**config.mk**
```make
export PLATFORM = sky130hd
export DESIGN_NAME = software_timer_table
export DESIGN_NICKNAME = d
export VERILOG_FILES = /design/src/hdl/sst_pkg.sv /design/src/hdl/software_timer_table.sv /design/src/hdl/sst_cell.sv /design/src/hdl/sst_fire_buf.sv
export VERILOG_INCLUDE_DIRS = /design/src /design/src/hdl
export SDC_FILE = /design/constraint.sdc
export NUM_CORES = 2
export LEC_CHECK = 0
export ABC_AREA = 1
export BUFFER_PORTS_ARGS = -buffer_cell sky130_fd_sc_hd__clkbuf_2
export CELL_PAD_IN_SITES_DETAIL_PLACEMENT = 0
export CELL_PAD_IN_SITES_GLOBAL_PLACEMENT = 1
export CORE_ASPECT_RATIO = 0.6
export CORE_MARGIN = 2
export CORE_UTILIZATION = 46
export CTS_BUF_LIST = sky130_fd_sc_hd__clkbuf_8
export DETAILED_ROUTE_END_ITERATION = 12
export HOLD_SLACK_MARGIN = 0.1
export MAX_ROUTING_LAYER = met4
export PLACE_DENSITY = 0.75
export SLEW_MARGIN = 0
export SYNTH_ARGS = -nofsm -noshare
export SYNTH_HDL_FRONTEND = slang
export SYNTH_SLANG_ARGS = --single-unit
```
**constraint.sdc**
```tcl
create_clock -name clk -period 11.9 [get_ports clk]
set_clock_uncertainty 0.15 [all_clocks]
set_input_delay 1.19 -clock clk [delete_from_list [all_inputs] [get_ports clk]]
set_output_delay 1.19 -clock clk [all_outputs]
set_load 0.02 [all_outputs]
```
**src/hdl/software_timer_table_macros.svh**
```systemverilog
// Assertion macros used by the timer table top level.
`ifndef SOFTWARE_TIMER_TABLE_MACROS_SVH
`define SOFTWARE_TIMER_TABLE_MACROS_SVH

// Same-cycle implication, sampled on clk, off while arst_n is low.
`define SST_ASSERT_NOW(label, ante, cons, msg) \
	label: assert property (@(posedge clk) disable iff (!arst_n) (ante) |-> (cons)) \
		else $error(msg);

// Next-cycle implication, sampled on clk, off while arst_n is low.
`define SST_ASSERT_NEXT(label, ante, cons, msg) \
	label: assert property (@(posedge clk) disable iff (!arst_n) (ante) |=> (cons)) \
		else $error(msg);

`endif

```
**src/hdl/sst_pkg.sv**
```systemverilog
// Types, codes and constants of the software timer table.
package sst_pkg;

	localparam int unsigned MAX_TIMERS_DEF = 16;
	localparam int unsigned MAX_RESULTS    = 16;

	localparam int unsigned APB_AW = 2;
	localparam int unsigned APB_DW = 32;
	localparam logic [APB_AW-1:0] ADDR_TICK_STEP = 2'd0;
	localparam logic [7:0] TICK_STEP_RESET = 8'd1;

	localparam logic [2:0] OP_START        = 3'd0;
	localparam logic [2:0] OP_START_RELOAD = 3'd1;
	localparam logic [2:0] OP_STOP         = 3'd2;
	localparam logic [2:0] OP_QUERY        = 3'd3;
	localparam logic [2:0] OP_TICK         = 3'd4;

	localparam logic [1:0] STS_OK        = 2'd0;
	localparam logic [1:0] STS_FULL      = 2'd1;
	localparam logic [1:0] STS_NOT_FOUND = 2'd2;

	typedef struct packed {
		logic [2:0]  opcode;
		logic [7:0]  requester;
		logic [15:0] event_bits;
		logic [15:0] duration;
	} cmd_t;

	typedef struct packed {
		logic [1:0]  status;
		logic [15:0] remaining;
		logic [4:0]  live_count;
		logic [31:0] clock_now;
		logic        fire_valid;
		logic [7:0]  fire_requester;
		logic [15:0] fire_bits;
		logic        last;
	} rsp_t;

	typedef struct packed {
		logic [7:0]  owner;
		logic [15:0] bits;
		logic [15:0] remaining;
		logic [15:0] period;
	} slot_t;

	typedef struct packed {
		logic [7:0]  requester;
		logic [15:0] bits;
	} fire_t;

	typedef struct packed {
		logic shift;
		logic load;
	} cell_ctl_t;

	typedef struct packed {
		logic push;
		logic pop;
	} fire_ctl_t;

endpackage

```
**src/hdl/software_timer_table.sv**
```systemverilog
// Top level of the software timer table: cell chain, sequencer, result register.
//
// Usage: commands enter on the cmd channel (cmd_valid / cmd_stall, payload cmd)
// and results leave on the rsp channel (rsp_valid / rsp_stall, payload rsp).
// A beat moves when valid is high and stall is low at a rising clock edge.
// Every command yields one or more result beats; the final one has last set.
// A tick that expires timers yields one beat per fired event (at most
// MAX_RESULTS), otherwise a single beat with fire_valid low.
// Timers live in a chain of MAX_TIMERS cells. Each command other than a spare
// opcode rotates the live entries once through the head of the chain, one entry
// per cycle, so that lookup, rewrite, count-down and removal keep insertion
// order. A closing step then inserts a new timer if one is due, and the result
// beats are loaded into the output register one after another.
// cmd_stall is high from acceptance until the last result beat has been loaded
// into the output register; the next command can be taken while that beat
// still waits on a stalled receiver. A stall on rsp holds the beat and pauses
// the draining of fired events; nothing is lost.
// tick_step is written via APB (address 0), by the user only while idle; no check in the block.
// Reset empties the table, clears the tick clock and sets tick_step to 1;
// cell contents are left as they are and are never read before written.
`include "software_timer_table_macros.svh"

module software_timer_table #(
	parameter int unsigned MAX_TIMERS = sst_pkg::MAX_TIMERS_DEF
) (
	input  logic                       clk,
	input  logic                       arst_n,
	// command channel
	input  logic                       cmd_valid,
	output logic                       cmd_stall,
	input  sst_pkg::cmd_t              cmd,
	// result channel
	output logic                       rsp_valid,
	input  logic                       rsp_stall,
	output sst_pkg::rsp_t              rsp,
	// configuration port
	input  logic                       psel,
	input  logic                       penable,
	input  logic                       pwrite,
	input  logic [sst_pkg::APB_AW-1:0] paddr,
	input  logic [sst_pkg::APB_DW-1:0] pwdata,
	output logic [sst_pkg::APB_DW-1:0] prdata,
	output logic                       pready
);

	localparam int unsigned CNT_W = $clog2(MAX_TIMERS + 1);
	localparam int unsigned IDX_W = (MAX_TIMERS > 1) ? $clog2(MAX_TIMERS) : 1;
	localparam int unsigned FIRE_DEPTH =
		(MAX_TIMERS < sst_pkg::MAX_RESULTS) ? MAX_TIMERS : sst_pkg::MAX_RESULTS;
	localparam int unsigned FCNT_W = $clog2(FIRE_DEPTH + 1);
	localparam logic [CNT_W-1:0]  MAX_CNT    = CNT_W'(MAX_TIMERS);
	localparam logic [FCNT_W-1:0] FIRE_LIMIT = FCNT_W'(FIRE_DEPTH);

	// sequencer states
	localparam logic [1:0] S_IDLE = 2'd0;
	localparam logic [1:0] S_PASS = 2'd1;
	localparam logic [1:0] S_EMIT = 2'd2;

	logic [1:0]       state_q;
	sst_pkg::cmd_t    cmd_q;
	logic [CNT_W-1:0] len_q;     // live entries (unvisited plus already rotated)
	logic [CNT_W-1:0] iter_q;    // entries still to visit in this pass
	logic             found_q;
	logic [15:0]      rem_q;
	logic [1:0]       status_q;
	logic [31:0]      clock_q;
	logic [7:0]       step_q;
	logic             out_valid_q;
	sst_pkg::rsp_t    rsp_q;

	sst_pkg::slot_t     slots [MAX_TIMERS];
	sst_pkg::slot_t     head;
	sst_pkg::slot_t     proc_slot;
	sst_pkg::slot_t     new_slot;
	sst_pkg::slot_t     wr_data;
	sst_pkg::fire_t     fire_head;
	sst_pkg::fire_ctl_t fire_ctl;
	sst_pkg::rsp_t      next_rsp;
	logic [FCNT_W-1:0]  fire_cnt;

	logic             cmd_acc;
	logic             pass_step;
	logic             pass_done;
	logic             hit;
	logic             keep;
	logic             fire;
	logic             is_start;
	logic             insert;
	logic             wr_en;
	logic [IDX_W-1:0] wr_idx;
	logic [CNT_W-1:0] len_dec;
	logic [15:0]      t_dec;
	logic             expired;
	logic             load_out;

	//------------------------------------------------------------------
	// Configuration port
	//------------------------------------------------------------------
	assign pready = 1'b1;
	assign prdata = (paddr == sst_pkg::ADDR_TICK_STEP) ?
		{{(sst_pkg::APB_DW - 8){1'b0}}, step_q} : '0;

	always_ff @(posedge clk or negedge arst_n) begin
		if (!arst_n) begin
			step_q <= sst_pkg::TICK_STEP_RESET;
		end else if (psel && penable && pwrite && pready &&
		             paddr == sst_pkg::ADDR_TICK_STEP) begin
			step_q <= pwdata[7:0];
		end
	end

	//------------------------------------------------------------------
	// Head of the chain: decide what the visited entry becomes
	//------------------------------------------------------------------
	assign cmd_stall = (state_q != S_IDLE);
	assign cmd_acc   = cmd_valid && !cmd_stall;
	assign pass_step = (state_q == S_PASS) && (iter_q != '0);
	assign pass_done = (state_q == S_PASS) && (iter_q == '0);

	assign head = slots[0];
	assign hit  = !found_q && head.owner == cmd_q.requester &&
	              head.bits == cmd_q.event_bits;

	// count down by tick_step, saturating at zero
	assign t_dec   = (head.remaining <= {8'b0, step_q}) ? '0 :
	                 head.remaining - {8'b0, step_q};
	assign expired = (t_dec == '0);

	always_comb begin
		proc_slot = head;
		keep      = 1'b1;
		fire      = 1'b0;
		case (cmd_q.opcode) inside
			sst_pkg::OP_START, sst_pkg::OP_START_RELOAD: begin
				if (hit) begin
					proc_slot.remaining = cmd_q.duration;
					if (cmd_q.opcode == sst_pkg::OP_START_RELOAD) begin
						proc_slot.period = cmd_q.duration;
					end
				end
			end
			sst_pkg::OP_STOP: begin
				if (hit) begin
					proc_slot.bits = '0;
				end
			end
			sst_pkg::OP_TICK: begin
				// a live expired entry fires; periodic ones reload; expired one-shots and stopped entries leave
				fire = expired && (head.bits != '0);
				proc_slot.remaining = (fire && head.period != '0) ? head.period : t_dec;
				keep = (head.bits != '0) && (!expired || head.period != '0);
			end
			default: begin
			end
		endcase
	end

	assign is_start = (cmd_q.opcode == sst_pkg::OP_START) ||
	                  (cmd_q.opcode == sst_pkg::OP_START_RELOAD);
	assign insert   = pass_done && is_start && !found_q && (len_q != MAX_CNT);

	always_comb begin
		new_slot.owner     = cmd_q.requester;
		new_slot.bits      = cmd_q.event_bits;
		new_slot.remaining = cmd_q.duration;
		new_slot.period    = (cmd_q.opcode == sst_pkg::OP_START_RELOAD) ?
		                     cmd_q.duration : '0;
	end

	// a kept head goes back in behind the live entries; a new timer goes at the end
	assign len_dec = len_q - 1'b1;
	assign wr_en   = (pass_step && keep) || insert;
	assign wr_idx  = pass_step ? len_dec[IDX_W-1:0] : len_q[IDX_W-1:0];
	assign wr_data = pass_step ? proc_slot : new_slot;

	//------------------------------------------------------------------
	// Cell chain
	//------------------------------------------------------------------
	for (genvar i = 0; i < MAX_TIMERS; i++) begin : g_cell
		sst_pkg::cell_ctl_t cell_ctl;
		sst_pkg::slot_t     nbr;

		assign cell_ctl.shift = pass_step;
		assign cell_ctl.load  = wr_en && (wr_idx == IDX_W'(i));
		if (i == MAX_TIMERS - 1) begin : g_tail
			assign nbr = slots[i];
		end else begin : g_body
			assign nbr = slots[i+1];
		end

		sst_cell u_cell (
			.clk       (clk),
			.ctl       (cell_ctl),
			.shift_in  (nbr),
			.load_data (wr_data),
			.slot      (slots[i])
		);
	end

	//------------------------------------------------------------------
	// Fired events
	//------------------------------------------------------------------
	assign load_out      = (state_q == S_EMIT) && (!out_valid_q || !rsp_stall);
	assign fire_ctl.push = pass_step && fire && (fire_cnt != FIRE_LIMIT);
	assign fire_ctl.pop  = load_out && (fire_cnt != '0);

	sst_fire_buf #(
		.DEPTH (FIRE_DEPTH)
	) u_fire_buf (
		.clk       (clk),
		.arst_n    (arst_n),
		.ctl       (fire_ctl),
		.push_data ({head.owner, head.bits}),
		.head      (fire_head),
		.count     (fire_cnt)
	);

	//------------------------------------------------------------------
	// Sequencer
	//------------------------------------------------------------------
	always_ff @(posedge clk or negedge arst_n) begin
		if (!arst_n) begin
			state_q  <= S_IDLE;
			len_q    <= '0;
			iter_q   <= '0;
			found_q  <= 1'b0;
			rem_q    <= '0;
			status_q <= sst_pkg::STS_OK;
			clock_q  <= '0;
		end else begin
			unique case (state_q)
				S_IDLE: begin
					if (cmd_acc) begin
						state_q  <= S_PASS;
						found_q  <= 1'b0;
						rem_q    <= '0;
						status_q <= sst_pkg::STS_OK;
						// unused opcodes skip the walk
						iter_q   <= (cmd.opcode <= sst_pkg::OP_TICK) ? len_q : '0;
						if (cmd.opcode == sst_pkg::OP_TICK) begin
							clock_q <= clock_q + {24'b0, step_q};
						end
					end
				end
				S_PASS: begin
					if (pass_step) begin
						iter_q <= iter_q - 1'b1;
						if (!keep) begin
							len_q <= len_dec;
						end
						if (hit) begin
							found_q <= 1'b1;
							if (cmd_q.opcode == sst_pkg::OP_QUERY) begin
								rem_q <= head.remaining;
							end
						end
					end else begin
						state_q <= S_EMIT;
						if (insert) begin
							len_q <= len_q + 1'b1;
						end
						if (is_start && !found_q && len_q == MAX_CNT) begin
							status_q <= sst_pkg::STS_FULL;
						end else if (cmd_q.opcode == sst_pkg::OP_STOP && !found_q) begin
							status_q <= sst_pkg::STS_NOT_FOUND;
						end
					end
				end
				S_EMIT: begin
					if (load_out && next_rsp.last) begin
						state_q <= S_IDLE;
					end
				end
				default: begin
					state_q <= S_IDLE;
				end
			endcase
		end
	end

	always_ff @(posedge clk) begin
		if (cmd_acc) begin
			cmd_q <= cmd;
		end
	end

	//------------------------------------------------------------------
	// Result register
	//------------------------------------------------------------------
	always_comb begin
		next_rsp.status     = status_q;
		next_rsp.remaining  = rem_q;
		next_rsp.live_count = 5'(len_q);
		next_rsp.clock_now  = clock_q;
		if (fire_cnt != '0) begin
			next_rsp.fire_valid     = 1'b1;
			next_rsp.fire_requester = fire_head.requester;
			next_rsp.fire_bits      = fire_head.bits;
			next_rsp.last           = (fire_cnt == FCNT_W'(1));
		end else begin
			next_rsp.fire_valid     = 1'b0;
			next_rsp.fire_requester = '0;
			next_rsp.fire_bits      = '0;
			next_rsp.last           = 1'b1;
		end
	end

	always_ff @(posedge clk or negedge arst_n) begin
		if (!arst_n) begin
			out_valid_q <= 1'b0;
		end else if (load_out) begin
			out_valid_q <= 1'b1;
		end else if (!rsp_stall) begin
			out_valid_q <= 1'b0;
		end
	end

	always_ff @(posedge clk) begin
		if (load_out) begin
			rsp_q <= next_rsp;
		end
	end

	assign rsp_valid = out_valid_q;
	assign rsp       = rsp_q;

	//------------------------------------------------------------------
	// Assertions
	//------------------------------------------------------------------
	`SST_ASSERT_NOW(a_len_bound, 1'b1, len_q <= MAX_CNT, "live count beyond table size")
	`SST_ASSERT_NOW(a_iter_bound, state_q == S_PASS, iter_q <= len_q,
		"walk longer than live entries")
	`SST_ASSERT_NOW(a_idle_drained, state_q == S_IDLE, fire_cnt == '0,
		"fired events left over when idle")
	`SST_ASSERT_NEXT(a_accept_walk, cmd_acc, state_q == S_PASS,
		"accepted command did not start a walk")
	`SST_ASSERT_NEXT(a_last_idle, load_out && next_rsp.last, state_q == S_IDLE,
		"sequencer busy after last beat")

endmodule

```
**src/hdl/sst_cell.sv**
```systemverilog
// One timer cell of the chain: shifts from its neighbor or loads a rewritten entry.
module sst_cell (
	input  logic              clk,
	input  sst_pkg::cell_ctl_t ctl,
	input  sst_pkg::slot_t    shift_in,
	input  sst_pkg::slot_t    load_data,
	output sst_pkg::slot_t    slot
);

	sst_pkg::slot_t slot_q;

	// load wins over shift: it places the rotated head behind the live entries
	always_ff @(posedge clk) begin
		if (ctl.load) begin
			slot_q <= load_data;
		end else if (ctl.shift) begin
			slot_q <= shift_in;
		end
	end

	assign slot = slot_q;

endmodule

```
**src/hdl/sst_fire_buf.sv**
```systemverilog
// Shifting buffer of fired events, drained head first after a tick pass.
module sst_fire_buf #(
	parameter int unsigned DEPTH = sst_pkg::MAX_RESULTS
) (
	input  logic                      clk,
	input  logic                      arst_n,
	input  sst_pkg::fire_ctl_t        ctl,
	input  sst_pkg::fire_t            push_data,
	output sst_pkg::fire_t            head,
	output logic [$clog2(DEPTH+1)-1:0] count
);

	localparam int unsigned CNT_W = $clog2(DEPTH + 1);
	localparam int unsigned IDX_W = (DEPTH > 1) ? $clog2(DEPTH) : 1;

	sst_pkg::fire_t   ent_q [DEPTH];
	logic [CNT_W-1:0] cnt_q;

	always_ff @(posedge clk or negedge arst_n) begin
		if (!arst_n) begin
			cnt_q <= '0;
		end else if (ctl.push) begin
			cnt_q <= cnt_q + 1'b1;
		end else if (ctl.pop) begin
			cnt_q <= cnt_q - 1'b1;
		end
	end

	// push appends behind the held events; pop advances every entry by one
	always_ff @(posedge clk) begin
		if (ctl.push) begin
			ent_q[cnt_q[IDX_W-1:0]] <= push_data;
		end else if (ctl.pop) begin
			for (int i = 0; i < DEPTH - 1; i++) begin
				ent_q[i] <= ent_q[i+1];
			end
		end
	end

	assign head  = ent_q[0];
	assign count = cnt_q;

endmodule

```
## After elaboration in Yosys (flattened, before gate mapping)

Memories as Yosys holds them, arrays and structs flattened.
Index checks and enable logic that the tools add are counted.

| word-level totals | value |
|---|---|
| bits in registers | 1097 |
| input bits | 84 |
| bits in writable memories | 384 |
| memories | 1 |
| word-level logic and storage cells | 308 |
| output and inout port bits | 116 |

| cells by class | value |
|---|---|
| $add $sub $neg | 7 |
| multiplexer cells | 89 |
| reductions and logical operators | 86 |
| equal/unequal tests | 37 |
| magnitude comparators | 2 |

Memory list:

| name | words | width | rd ports | clocked after memory_dff | write ports | RTL line | RTL |
|---|---|---|---|---|---|---|---|
| u_fire_buf.ent_q | 16 | 24 | 16 | 0 | 15 | sst_fire_buf.sv:16 | `sst_pkg::fire_t ent_q [DEPTH];` |

Operator list:

| cell | count |
|---|---|
| $mux 56 | 31 |
| $mux 16 | 15 |
| $mux 5 | 8 |
| $logic_and 1x1->1 | 39 |
| $reduce_bool 2->1 | 19 |
| $add 32x8->32 | 1 |
| $eq 4x4->1 const B | 8 |
| $mux 32 | 1 |
| $pmux 16 s2 | 1 |
| $reduce_bool 16->1 | 2 |
| $mux 26 | 1 |
| $mux 24 | 1 |
| $reduce_or 24->1 | 1 |
| $mux 1 | 17 |
| $eq 16x16->1 | 1 |
| $eq 4x3->1 const B | 4 |
| $le 16x8->1 | 1 |
| $logic_not 16->1 | 1 |
| $sub 16x8->16 | 1 |
| $sub 5x1->5 const B | 3 |
| $mux 2 | 7 |
| $reduce_and 3->1 | 4 |
| $add 5x1->5 const B | 2 |
| $ne 2x2->1 const B | 5 |
| other kinds (30) | 47 |

## Logic depth before layout (Yosys ltp)

| logic depth | value |
|---|---|
| word-level depth | 13 |
| mapped depth | 26 |
| mapped depth without buffers | 23 |

## Hierarchy

Synthesis repeated with hierarchy kept, for this count alone.

| second synthesis, totals | value |
|---|---|
| cells, all modules | 6432 |
| area, all modules | 65589.2 sq um |

By module, submodules not included:

| module | cells an instance | area an instance (sq um) | instances | sequential area each (sq um) |
|---|---|---|---|---|
| sst_cell | 238 | 2394.8 | 16 | 1681.6 |
| sst_fire_buf | 1309 | 16249.3 | 1 | 11656.2 |
| software_timer_table | 1315 | 11023.1 | 1 | 5526.6 |

## Least setup slack after synthesis

No wires, ideal clock.

| timing path | value |
|---|---|
| path kind | input -> register |
| start point | input rsp_stall |
| end point | memory u_fire_buf.ent_q[8][0] in the netlist's numbering, enable pin |
| stages on the path | 4 |
| data required time | 11.312 ns |
| library setup time | 0.438 ns |
| arrival | 7.014 ns |
| path buffers | 1 |
| slack | 4.298 ns |
| cells stage by stage | a21oi_1 > nand2_1 > clkbuf_1 > o21ai_0 |

RTL lines:

| what | RTL line | RTL |
|---|---|---|
| start, declared | software_timer_table.sv:34 | `input logic rsp_stall,` |
| end, declared | sst_fire_buf.sv:16 |  |

## Final worst setup path

| timing path | value |
|---|---|
| start point | register state_q[1] |
| end point | register g_cell[14].u_cell.slot_q (netlist bit g_cell[14].u_cell.slot[3]) (data pin) |

| on the way | value |
|---|---|
| cells in the longest elaborated chain, start to end | 8 |
| elaborated cells on any way between the ends | 13 |
| those cells by class | eq/ne: 2; mux: 3; reduce/logical: 8 |

RTL lines:

| what | RTL line | RTL |
|---|---|---|
| start, declared | software_timer_table.sv:59 | `logic [1:0] state_q;` |
| start signal, assigned | software_timer_table.sv:223 | `state_q <= S_IDLE;` |
| start signal, assigned | software_timer_table.sv:234 | `state_q <= S_PASS;` |
| start signal, assigned | software_timer_table.sv:258 | `state_q <= S_EMIT;` |
| $eq 2x1->1 * | software_timer_table.sv:117, software_timer_table.sv:118 |  |
| parallel branches: the longest is 6 deep, another holds $mux 4 | - |  |
| $mux 56 * | sst_cell.sv:14 | `if (ctl.load) begin` |
| end signal, assigned | sst_cell.sv:15 | `slot_q <= load_data;` |
| end signal, assigned | sst_cell.sv:17 | `slot_q <= shift_in;` |
| end, declared | sst_cell.sv:10 | `sst_pkg::slot_t slot_q;` |

Every way passes the cells marked *.
A chain may end at the register's enable or synchronous reset.

==> results by group <==
Run status
  • Outcome: completed

Finish
  • Commonest cells after routing, fill and taps aside: 2877 x nand2_1, 1404 x edfxtp_1, 328 x o21ai_0, 312 x inv_1, 217 x clkbuf_8
  • Nets@finish: 6173
  • Fin util: 50.7%
  • Area Growth Syn to Fin: 9.21%
  • Multi-input logic area: between 15000 and 20000 sq um
  • Cell Count, Final, Fillers Out: 8053
  • Fill count: 12.3k
  • Register Area: 44100 sq um
  • Commonest non-fill, non-tap cell in the layout: nand2_1
  • Layout cells sized above 1: 9.91%

Worst setup path
  • Flop2flop setup slack: 6.17 ns
  • Worst reg2reg path depth: 14
  • R2R Path End: g_cell[14].u_cell.slot[3]$_DFFE_PP_
  • Slowest cell delay on critical path: between 0.8 and 0.9 ns
  • Critical path class: reg -> reg
  • CP Capture Type: flip-flop
  • Critical Path RT: 12.50 ns
  • CP Max Fanout: between 50 and 60
  • Worst R2R Start: state_q[1]$_DFFE_PN0P_
  • Data arrival time of the worst path: 6.33 ns
  • Crit-path cells: nor2_4 -> nand2_4 -> inv_2 -> o21ai_0 -> o21ai_1 -> inv_1 -> nor2_1 -> inv_1 -> nor2_1 -> nand2_4 -> buf_4 -> inv_2 -> nand2_1 -> nand2_1
  • Crit-path slowest cell: inv_2
  • Startpoint Class: flip-flop

Synthesis
  • Post-synth top flop: edfxtp_1
  • Synth cell types: 62
  • Post-synthesis cell count: about 6.0k
  • Adder-Cell Fraction of Synth Area: less than 1%
  • Sequential area share after synthesis: 69.4%
  • Post-synthesis xor/xnor area fraction: 0.675%
  • #FFs+latches synth: approximately 1.5k
  • Largest family of logic cells by synthesized area: simple AND/OR/NAND/NOR gates
  • Post-synth EDFFs: 1404
  • Mux cell area share after synthesis: 0%
  • Syn_area_per_cell: between 10 and 15 sq um
  • Post-synth ARST share: between 5 and 6%
  • Warnings, synthesis: 0
  • Synth Area in Simple Gates: between 20 and 25%
  • Compound-Gate Fraction of Synth Area: 4.51%
  • Synth Cell Area: 63500 sq um

Timing
  • Final setup vio count: 0
  • Slew at the pin closest to its max-slew limit: 1.25 ns
  • Worst rel slew slack: between 15 and 20%
  • Max Freq: 0.175 GHz
  • Final hold violations: 0
  • Final hold slack: 0.291 ns
  • Final worst path period need: ~5.7 ns
  • Pins Over Slew Limit: 0
  • Post-route setup TNS: 0 ns
  • RSZ-0062 raised after global routing: no
  • Period utilization: just under 50%

Clocking
  • Root buf cell: clkbuf_8
  • Post-CTS setup buffer count: 0
  • Later-pin clock latency in the skew report: 0.91 ns
  • Post-cts sizing count: 0
  • Max clock buf depth: 3
  • Hold-fix buffers at CTS: 0
  • CTS clk-pin slew, worst paths: 0.07 ns
  • TritonCTS Sinks: 1481
  • TritonCTS buffer count: 212
  • CTS tree: yes
  • Max H-tree Level: 4

Pwr
  • PwrDens: between 200 and 300 nW/um^2
  • LEAKAGE: 28.9 nW
  • Sequential share of power: between 40% and 50%
  • Clk pwr share: a little under a fifth
  • Comb pwr share: between 30% and 40%
  • P_sw: roughly 7.3 mW
  • Worst vdd ir: about 0.18 mV
  • P_int: 12.4 mW
  • Switching Fraction: 37.2%

Floorplan
  • Row cnt: 105
  • Top Ports: 200
  • Die H: 292 microns
  • Die area: 141000 sq um
  • Chip width: 484 microns
  • Starting density of the core: between 40% and 50%
  • Core area: between 100000 and 150000 sq um

Placed design
  • Port bufs: 150
  • GPL Wtd Cong: ~0.88
  • Placed cells: ~7.7k
  • DP HPWL: 90600 microns

Worst hold path
  • Tightest Hold Check Type: reg -> reg
  • Hold path start: rem_q[5]$_DFFE_PN0P_
  • Hold Crit Depth: 0
  • Worst Hold End: rsp[68]$_DFFE_PP_

GRT
  • First-pass GRT wire length: 217000 microns
  • Largest net degree at the start of global routing: 153
  • GRT Resource Usage Total: 20.3%
  • Total gr overflow: 0
  • Vias in the first global route: 36.3k
  • Antenna violations before repair: 3

Routing
  • Initial DRC count: 3842
  • Drt first pass iters: 6
  • Via count: 39.2k
  • DRC: 0
  • Final wirelength: around 140000 microns
  • Via density: 4.87
  • DR WL/cell: 17.2 microns
  • Antenna Violating Nets Remaining: 0

Job
  • Max Cap Viol: 0
==> layout make-up <==
class	instances	area share [%]
sequential	1481	63.5
multi-input combinational	3912	24.5
clock buffer	217	4.30
tap	1819	3.28
timing repair buffer	211	1.75
clock inverter	163	1.33
inverter	244	1.33
antenna	6	0.0216
==> metrics by stage <==
stage / worst slack, ns / cell area [sq um] / power, mW
floorplan: 4.30 / 63600 / 14.1
global placement: 6.29 / 65500 / 15.9
detailed placement: 6.17 / 65500 / 16.1
CTS: 6.17 / 69400 / 19.9
global route: 5.73 / 69400 / 21.2
finish: 6.17 / 69400 / 19.7
==> power groups by stage <==
stage / logic (mW) / registers, mW / clock network, mW
after global placement: 6.03 / 9.89 / 0
final: 6.14 / 9.81 / 3.79
after global routing: 7.04 / 10.0 / 4.12
after floorplan: 4.40 / 9.71 / 0
after detailed placement: 6.17 / 9.92 / 0
after CTS: 6.19 / 9.82 / 3.90
==> Yosys cell counts, types with 4 or more instances <==
cell	instances	area share, %
o21ai_1	92	0.72
nand3_2	10	0.16
inv_2	19	0.11
nand4_1	37	0.36
a22oi_2	10	0.20
buf_1	5	0.030
xnor2_1	18	0.25
nor4_1	10	0.098
nand2_4	23	0.41
o21a_1	7	0.083
o22ai_1	5	0.049
nor2_1	123	0.73
buf_2	143	1.1
inv_1	222	1.3
edfxtp_1	1404	66
nand3_1	122	0.96
nor2_2	5	0.049
o21ai_2	14	0.19
nand2_2	28	0.28
ha_1	25	0.49
o31ai_1	4	0.047
buf_6	10	0.18
nor3_1	11	0.087
buf_4	53	0.63
clkbuf_1	145	0.86
a22oi_1	5	0.059
nand2_1	2894	17
a21oi_1	39	0.31
o21ai_0	338	2.7
xor2_1	31	0.43
dfrtp_1	76	3.0
==> cells by family (layout without fill, tap and decap cells) <==
group                      count (synthesis)  in the layout
buffers and inverters                    603            835
DFF                                     1481           1481
AOI/OAI and AO/OA                        528            528
and+or+nand+nor                         3283           3283
other                                      2             31
adders and majority gates                 27             27
xor gates and xnor gates                  49             49
==> state kept, by name, indices dropped and copies added, names as in the netlist, 8 cells and up <==
signal and count:
clock_q 32, cmd_q 43, g_cell.u_cell.slot 896, rem_q 16, rsp 81, step_q 8, u_fire_buf.ent_q 384
==> per-layer routing <==
layer  vias to the layer above  track usage, %  part of all wire [%]
li1                      19972               -                     -
met1                     17981            32.9                    54
met2                      1046            25.3                    38
met3                       213            3.43                   6.3
met4                         0            6.15                   2.4
met5                         -               -                     0
==> critical path: cells and delay by family, from the launching register on <==
| family | cells | cell delay [ns] |
|---|---|---|
| compound gates | 2 | 0.64 |
| buf+inv | 5 | 2.01 |
| flops | 1 | 0.42 |
| simple gates | 7 | 2.31 |
==> worst max-delay path by stage <==
stage	to	slack (ns)	startpoint
floorplan	u_fire_buf.ent_q[8][0]$_DFFE_PP_	4.30	rsp_stall
global placement	g_cell[14].u_cell.slot[10]$_DFFE_PP_	6.29	state_q[1]$_DFFE_PN0P_
detailed placement	g_cell[14].u_cell.slot[3]$_DFFE_PP_	6.17	state_q[1]$_DFFE_PN0P_
CTS	g_cell[14].u_cell.slot[3]$_DFFE_PP_	6.17	state_q[1]$_DFFE_PN0P_
global route	g_cell[14].u_cell.slot[26]$_DFFE_PP_	5.73	state_q[0]$_DFFE_PN0P_
finish	g_cell[14].u_cell.slot[3]$_DFFE_PP_	6.17	state_q[1]$_DFFE_PN0P_
Power figures use the tool's default switching activity.
